--- src/rtl/weighted_row_regression_estimate_defines.svh ---
// Assertion macros used by the RTL controller.
`ifndef WEIGHTED_ROW_REGRESSION_ESTIMATE_DEFINES_SVH
`define WEIGHTED_ROW_REGRESSION_ESTIMATE_DEFINES_SVH

// Implication checked on every rising clock edge outside reset.
`define WRRE_ASSERT_IMP(label, clk, rst_n, ante, cons, msg) \
    label: assert property (@(posedge clk) disable iff (!rst_n) (ante) |-> (cons)) \
        else $error(msg);

// Implication whose consequent is checked in the following cycle.
`define WRRE_ASSERT_NEXT(label, clk, rst_n, ante, cons, msg) \
    label: assert property (@(posedge clk) disable iff (!rst_n) (ante) |=> (cons)) \
        else $error(msg);

`endif

--- src/rtl/wrre_pkg.sv ---
`default_nettype none
package wrre_pkg;
    localparam int unsigned FracBitsDefault = 16;
    localparam int unsigned FracBitsMin     = 8;
    localparam int unsigned FracBitsMax     = 24;

    localparam logic [1:0] StatusOk       = 2'd0;
    localparam logic [1:0] StatusZeroVar  = 2'd1;
    localparam logic [1:0] StatusZeroDen  = 2'd2;

    typedef struct packed {
        logic signed [31:0] observation;
        logic        [31:0] variance;
        logic signed [31:0] factor_value;
        logic               row_end;
    } t_in_req;

    typedef struct packed {
        logic signed [31:0] coefficient;
        logic        [31:0] standard_error;
        logic        [1:0]  status;
    } t_out_req;

    // Datapath operations requested by the controller.
    typedef enum logic [3:0] {
        OpNone,
        OpLoad,      // capture request, form f*f and |y*f|
        OpDivInitW,  // start dividing f*f by v
        OpDivInitP,  // start dividing |y*f| by v
        OpDivStep,   // one restoring-division step
        OpAccW,      // add weight term
        OpAccP,      // add product term
        OpRowInitQ,  // start P/W
        OpRowInitN,  // start 2^(3F)/W
        OpCoefFix,   // saturate and keep coefficient
        OpSqrtInit,  // start integer root
        OpSqrtStep,  // one root step
        OpFinish     // build result, clear accumulators
    } t_op;

    typedef struct packed {
        t_op op;
    } t_cmd;

    typedef struct packed {
        logic var_zero;
        logic row_end;
        logic div_done;
        logic sqrt_done;
        logic w_zero;
    } t_sts;
endpackage
`default_nettype wire

--- src/rtl/wrre_ctrl.sv ---
`default_nettype none
`include "weighted_row_regression_estimate_defines.svh"
module wrre_ctrl (
    input  wire            i_clk,
    input  wire            i_rst_n,
    input  wire            i_in_valid,
    output logic           o_in_stall,
    output logic           o_out_valid,
    input  wire            i_out_stall,
    input  wrre_pkg::t_sts i_sts,
    output wrre_pkg::t_cmd o_cmd
);
    localparam logic [3:0] StIdle  = 4'd0;
    localparam logic [3:0] StDivW0 = 4'd1;
    localparam logic [3:0] StDivW  = 4'd2;
    localparam logic [3:0] StAccW  = 4'd3;
    localparam logic [3:0] StDivP0 = 4'd4;
    localparam logic [3:0] StDivP  = 4'd5;
    localparam logic [3:0] StAccP  = 4'd6;
    localparam logic [3:0] StRowQ  = 4'd7;
    localparam logic [3:0] StCoef  = 4'd8;
    localparam logic [3:0] StRowN  = 4'd9;
    localparam logic [3:0] StSqI   = 4'd10;
    localparam logic [3:0] StSq    = 4'd11;
    localparam logic [3:0] StFin   = 4'd12;
    localparam logic [3:0] StOut   = 4'd13;
    localparam logic [3:0] StQDiv  = 4'd14;
    localparam logic [3:0] StNDiv  = 4'd15;

    logic [3:0] r_state, n_state;
    logic       r_out_valid, n_out_valid;
    logic       accept;

    assign accept = i_in_valid && !o_in_stall;
    assign o_in_stall = (r_state != StIdle);

    always_comb begin
        n_state     = r_state;
        n_out_valid = r_out_valid;
        o_cmd.op    = wrre_pkg::OpNone;
        if (r_out_valid && !i_out_stall) begin
            n_out_valid = 1'b0;
        end
        unique case (r_state)
            StIdle: if (accept) begin
                o_cmd.op = wrre_pkg::OpLoad;
                n_state  = StDivW0;
            end
            StDivW0: begin
                o_cmd.op = wrre_pkg::OpDivInitW;
                n_state  = i_sts.var_zero ? StAccP : StDivW;
            end
            StDivW: begin
                if (i_sts.div_done) begin
                    n_state = StAccW;
                end else begin
                    o_cmd.op = wrre_pkg::OpDivStep;
                end
            end
            StAccW: begin
                o_cmd.op = wrre_pkg::OpAccW;
                n_state  = StDivP0;
            end
            StDivP0: begin
                o_cmd.op = wrre_pkg::OpDivInitP;
                n_state  = StDivP;
            end
            StDivP: begin
                if (i_sts.div_done) begin
                    n_state = StAccP;
                end else begin
                    o_cmd.op = wrre_pkg::OpDivStep;
                end
            end
            StAccP: begin
                o_cmd.op = wrre_pkg::OpAccP;
                n_state  = i_sts.row_end ? StRowQ : StIdle;
            end
            StRowQ: begin
                if (i_sts.w_zero) begin
                    n_state = StFin;
                end else begin
                    o_cmd.op = wrre_pkg::OpRowInitQ;
                    n_state  = StQDiv;
                end
            end
            StQDiv: begin
                if (i_sts.div_done) begin
                    n_state = StCoef;
                end else begin
                    o_cmd.op = wrre_pkg::OpDivStep;
                end
            end
            StCoef: begin
                o_cmd.op = wrre_pkg::OpCoefFix;
                n_state  = StRowN;
            end
            StRowN: begin
                o_cmd.op = wrre_pkg::OpRowInitN;
                n_state  = StNDiv;
            end
            StNDiv: begin
                if (i_sts.div_done) begin
                    n_state = StSqI;
                end else begin
                    o_cmd.op = wrre_pkg::OpDivStep;
                end
            end
            StSqI: begin
                o_cmd.op = wrre_pkg::OpSqrtInit;
                n_state  = StSq;
            end
            StSq: begin
                if (i_sts.sqrt_done) begin
                    n_state = StFin;
                end else begin
                    o_cmd.op = wrre_pkg::OpSqrtStep;
                end
            end
            StFin: begin
                // Load the result once the register is empty or being emptied.
                if (!r_out_valid || !i_out_stall) begin
                    o_cmd.op    = wrre_pkg::OpFinish;
                    n_out_valid = 1'b1;
                    n_state     = StIdle;
                end
            end
            default: n_state = StIdle;
        endcase
    end

    always_ff @(posedge i_clk) begin
        if (!i_rst_n) begin
            r_state     <= StIdle;
            r_out_valid <= 1'b0;
        end else begin
            r_state     <= n_state;
            r_out_valid <= n_out_valid;
        end
    end

    assign o_out_valid = r_out_valid;

    `WRRE_ASSERT_IMP(a_no_accept_busy, i_clk, i_rst_n, r_state != StIdle, o_in_stall, "accept while busy")
    `WRRE_ASSERT_NEXT(a_fin_valid, i_clk, i_rst_n, o_cmd.op == wrre_pkg::OpFinish, r_out_valid, "finish without result")
    `WRRE_ASSERT_NEXT(a_load_leaves_idle, i_clk, i_rst_n, accept, r_state == StDivW0, "load did not start work")
endmodule
`default_nettype wire
--- config.mk ---
export PLATFORM = sky130hd
export DESIGN_NAME = wrre_ctrl
export DESIGN_NICKNAME = d
export VERILOG_FILES = /design/src/rtl/wrre_pkg.sv /design/src/rtl/wrre_ctrl.sv
export VERILOG_INCLUDE_DIRS = /design/src /design/src/rtl
export SDC_FILE = /design/constraint.sdc
export NUM_CORES = 1
export LEC_CHECK = 0
export BUFFER_PORTS_ARGS = -buffer_cell sky130_fd_sc_hd__buf_4
export CORE_MARGIN = 2
export CORE_UTILIZATION = 40
export DETAILED_ROUTE_END_ITERATION = 7
export HOLD_SLACK_MARGIN = 0.08
export SYNTH_ARGS = -nofsm -noshare
export SYNTH_HDL_FRONTEND = slang
export SYNTH_SLANG_ARGS = --single-unit
--- constraint.sdc ---
create_clock -name i_clk -period 2.9 [get_ports i_clk]
set_clock_uncertainty 0.05 [all_clocks]
set_input_delay 0.725 -clock i_clk [delete_from_list [all_inputs] [get_ports i_clk]]
set_output_delay 0.725 -clock i_clk [all_outputs]
set_load 0.01 [all_outputs]
After elaboration in Yosys (flattened, before gate mapping) --
Cells that the tools add are included.
Word-level totals: word-level logic and storage cells 53, register bits 5, bits of input ports 9
Cells by class: reduce and logical (&&, ||, !) cells 10, multiplexer cells 20, eq/ne operators 21
Operator list (count):
- 4-bit case mux with 15 select lines | 1
- 4-bit case mux with 12 select lines | 1
- 4-bit 2-to-1 mux | 9
- 4-bit equality test (second input constant) | 7
- 4-bit by 3-bit equality test with 1-bit output (second input constant) | 4
- 2-bit != test (second input constant) | 7
- 3-bit 2-to-1 mux | 4
- 4-bit by 2-bit equality test with 1-bit output (second input constant) | 2
- 7-bit AND reduction | 1
- 4-bit by 1-bit equality test with 1-bit output (second input constant) | 1
- 4-bit zero test | 1
- 1-bit 2-to-1 mux | 4
- 4-bit nonzero test | 1
- 4-bit OR reduction | 1
- 1-bit zero test | 3
- 1-bit logical AND | 2
- 2-bit 2-to-1 mux | 1
- 1-bit logical OR | 1

Longest topological paths before layout --
word-level depth 5, depth in mapped cells 6

Worst setup path after synthesis --
OpenSTA, ideal clock, no wires.
path type input to output, start point input port i_sts[0] (netlist bit), end point output port o_cmd[0] (netlist bit), arrival time 1.284 ns, path slack 0.841 ns, required time 2.125 ns, stages on the path 4, cell sequence nor2b_1 > mux2_2 > a22oi_1 > o22ai_1
RTL lines:
- from (decl) | line wrre_ctrl.sv:10 | input wrre_pkg::t_sts i_sts,
- to (decl) | line wrre_ctrl.sv:11 | output wrre_pkg::t_cmd o_cmd

==> reports/results.md <==
• **run status** finished clean
• **wirelength, routed** 1530 um
• **most used flip-flop cell after synthesis** sky130_fd_sc_hd__dfxtp_1
• **Total Negative Setup Slacks** 0 ps
• **per-cell routed wire length** 13.3 um
• **count of different cell masters after synthesis** 33
• **Max H-tree Level** 1
• **number of ports placed on the die boundary** 15
• **Synth Instances** 87
• **first-pass GRT wire length** 2440 um
• **Peak VDD IR** 0.360 mV
• **top achievable clock speed** 380 MHz
• **clock tree from TritonCTS** yes
• **quantity of I/O buffers inserted on ports** 14
• **fill cell total of the finished layout** 159
• **number of DRC violations after detailed routing** 0
• **core region area** 1450 sq um
• **Max Cap Violations** 0
• **syn nets** 96
• **Critical Path End Type** output pin
• **die area** 1830 sq um
• **library cell occupying the most area in the post-synthesis netlist** sky130_fd_sc_hd__dfxtp_1
• **number of clock sinks** 5
• **initial antenna violation count** 0
• **final worst-path cycle share** 90.6%
• **worst min-delay path category** register to register
• **worst r2r src** r_state[1]$_SDFFE_PN0P_
• **Layout Nets** 109
• **Setup Viol. Count Final** 0
• **Avg Synthesized Cell Area** 6.93 sq um
• **largest fanout on the critical path** 20
• **synthesized cell area** 603 sq um
• **clock buffer count from CTS** 3
• **Root Driver** sky130_fd_sc_hd__clkbuf_4
• **combined global-route utilization of all metal layers** 17.0%
• **count of flip-flops with a built-in enable after synthesis** 0
• **number of placement rows** 14
• **worst setup path start** r_state[1]$_SDFFE_PN0P_
• **Worst Tran Pin Value** 713 ps
• **data arrival time of the critical path** 1850 ps
• **largest net degree at the start of global routing** 26
• **sequential cell area** 100 sq um
• **Max-Slew Margin vs Limit** 52.4%
• **antenna diode count** 0
• **share of post-route cells with drive strength above 1** 22.2%
• **reported leakage power** 0.276 nW
• **area fraction of the dominant cell type after synthesis** 16.6%
• **Final Power** 0.000520 W
• **count of buffers added by post-CTS timing repair for setup** 0
• **launching element type of the critical path** register
• **Clock Latency Late Sink** 240 ps
• **Crit path required time** 2120 ps
• **hold violation total from the final report** 0
• **number of hold buffers added after CTS** 0
• **number of storage elements in the synthesis netlist** 5
• **post-CTS sizing** 0
• **worst-path cell with the longest stage delay** sky130_fd_sc_hd__dfxtp_1
• **Initial Utilization** 41.5%
• **number of antenna-violating nets in the routed design** 0
• **die width** 42.8 um
• **Hold Worst Slack** 642 ps
• **Pre-Repair DR Iteration Count** 4
• **largest stage delay on the critical path** 680 ps
• **area overhead of the layout relative to synthesis** 20.3%
• **via count of the first global-routing pass** 565
• **YS warnings** 0
• **routability-driven placement congestion ratio** 0.767
• **number of DRC violations after detailed-routing iteration 0** 18
• **area used by multi-input combinational logic** 448 sq um
• **sequential cell area fraction in the yosys report** 16.6%
• **cell area power density** 716 nW/um^2
• **deepest clock path buffer count** 2
• **final slew viol count** 0
• **top post-synthesis cells by area** sky130_fd_sc_hd__dfxtp_1 17%, sky130_fd_sc_hd__o21ai_0 6.6%, sky130_fd_sc_hd__nor2b_1 6.2%, sky130_fd_sc_hd__nand2_1 5.6%, sky130_fd_sc_hd__a21oi_1 5.0%
• **routed via count** 671
• **Via-to-Cell Ratio** 5.83
• **global route overflow** 0
• **setup repair after global routing missed its margin** false
• **Worst-path clk slew** 50 ps
• **post-layout min period** 2630 ps
• **launch instance of the worst min-delay path** o_out_valid$_SDFF_PN0_
• **HPWL reported at the end of detailed placement** 1080 um
• **share of synthesized flip-flops with an asynchronous set or reset** 0%
• **Die Ht** 42.8 um
• **cells along the critical path** inv_1 > mux2_2 > a22oi_1 > o22ai_1 > buf_4
• **Critical Setup Path Class** register to output pin
-- routing by layer --
metal	vias to the layer above	GRT usage (%)	share of wire (%)
li1	350	-	-
met2	15	23.3	46
met4	0	2.50	0
met1	306	25.5	50
met3	0	5.96	4.4
met5	-	0	0
-- Yosys cell counts, types with 2 or more instances --
library cell / number
sky130_fd_sc_hd__nand4b_1: 2
sky130_fd_sc_hd__dfxtp_1: 5
sky130_fd_sc_hd__and2_1: 3
sky130_fd_sc_hd__clkbuf_1: 2
sky130_fd_sc_hd__o31a_1: 3
sky130_fd_sc_hd__inv_1: 3
sky130_fd_sc_hd__or4_1: 2
sky130_fd_sc_hd__a31oi_1: 4
sky130_fd_sc_hd__a21oi_1: 6
sky130_fd_sc_hd__nor2_1: 5
sky130_fd_sc_hd__nand2b_1: 4
sky130_fd_sc_hd__buf_2: 5
sky130_fd_sc_hd__nor2b_1: 6
sky130_fd_sc_hd__a2111oi_0: 2
sky130_fd_sc_hd__o22ai_1: 2
sky130_fd_sc_hd__nand2_1: 9
sky130_fd_sc_hd__o21ai_0: 8
-- critical path, delay by kind of cell, from the launching register on --
family | cells | cell delay, ps
muxes | 1 | 310
buffers and inverters | 2 | 390
DFF | 1 | 680
AOI/OAI and AO/OA | 2 | 230
-- registers in the layout, indices dropped and copies added (netlist names) --
signal,count
r_state,4
o_out_valid,1
-- power by group --
part | leakage [nW] | total [W] | switching (W) | internal (W)
clock | 0.0150 | 0.0000813 | 0.0000292 | 0.0000521
sequential | 0.0409 | 0.000142 | 0.0000580 | 0.0000841
combinational | 0.220 | 0.000296 | 0.000140 | 0.000157
total | 0.276 | 0.000520 | 0.000227 | 0.000293
-- cell families (layout without fill, tap and decap cells) --
logic type / after synthesis / count (layout) / synth area share, %
AO/OA/AOI/OAI: 34 / 34 / 38.6
multiplexers: 1 / 1 / 1.87
flip-flops: 5 / 5 / 16.6
AND/OR/NAND/NOR: 36 / 36 / 33.8
buffers and inverters: 11 / 23 / 9.13
-- metrics by stage --
step	utilization, %	std cells	cell area, sq um	worst slack, ps
final	49.9	115	726	271
after global routing	49.9	115	726	140
after CTS	49.9	115	726	281
after detailed placement	48.1	111	699	551
after global placement	48.1	111	699	537
after floorplan	-	87	603	841
-- path summary, 6_finish.rpt --
kind / depth (start not counted) / slack, ps / endpoint
max: 5 / 270 / o_cmd[0]
min: 3 / 640 / o_out_valid$_SDFF_PN0_
max reg2reg: 4 / 980 / r_state[1]$_SDFFE_PN0P_
min reg2reg: 3 / 640 / o_out_valid$_SDFF_PN0_
-- placed cells by master (no fill, tap or decap), types with 2 or more instances in the layout --
| cell | n |
|---|---|
| sky130_fd_sc_hd__nor2b_1 | 6 |
| sky130_fd_sc_hd__buf_4 | 16 |
| sky130_fd_sc_hd__a31oi_1 | 4 |
| sky130_fd_sc_hd__o22ai_1 | 2 |
| sky130_fd_sc_hd__nand2_1 | 9 |
| sky130_fd_sc_hd__dfxtp_1 | 5 |
| sky130_fd_sc_hd__o31a_1 | 3 |
| sky130_fd_sc_hd__inv_1 | 3 |
| sky130_fd_sc_hd__and2_1 | 3 |
| sky130_fd_sc_hd__a2111oi_0 | 2 |
| sky130_fd_sc_hd__or4_1 | 2 |
| sky130_fd_sc_hd__nor2_1 | 5 |
| sky130_fd_sc_hd__nand4b_1 | 2 |
| sky130_fd_sc_hd__clkbuf_4 | 3 |
| sky130_fd_sc_hd__a21oi_1 | 6 |
| sky130_fd_sc_hd__nand2b_1 | 4 |
| sky130_fd_sc_hd__o21ai_0 | 8 |
-- cell type report --
| class | count | area share [%] |
|---|---|---|
| Multi-Input combinational cell | 71 | 61.7 |
| Timing Repair Buffer | 16 | 16.6 |
| Sequential cell | 5 | 13.8 |
| Clock buffer | 4 | 3.62 |
| Tap cell | 16 | 2.76 |
| Inverter | 3 | 1.55 |
Note: power is estimated with default switching activity, not from simulation.
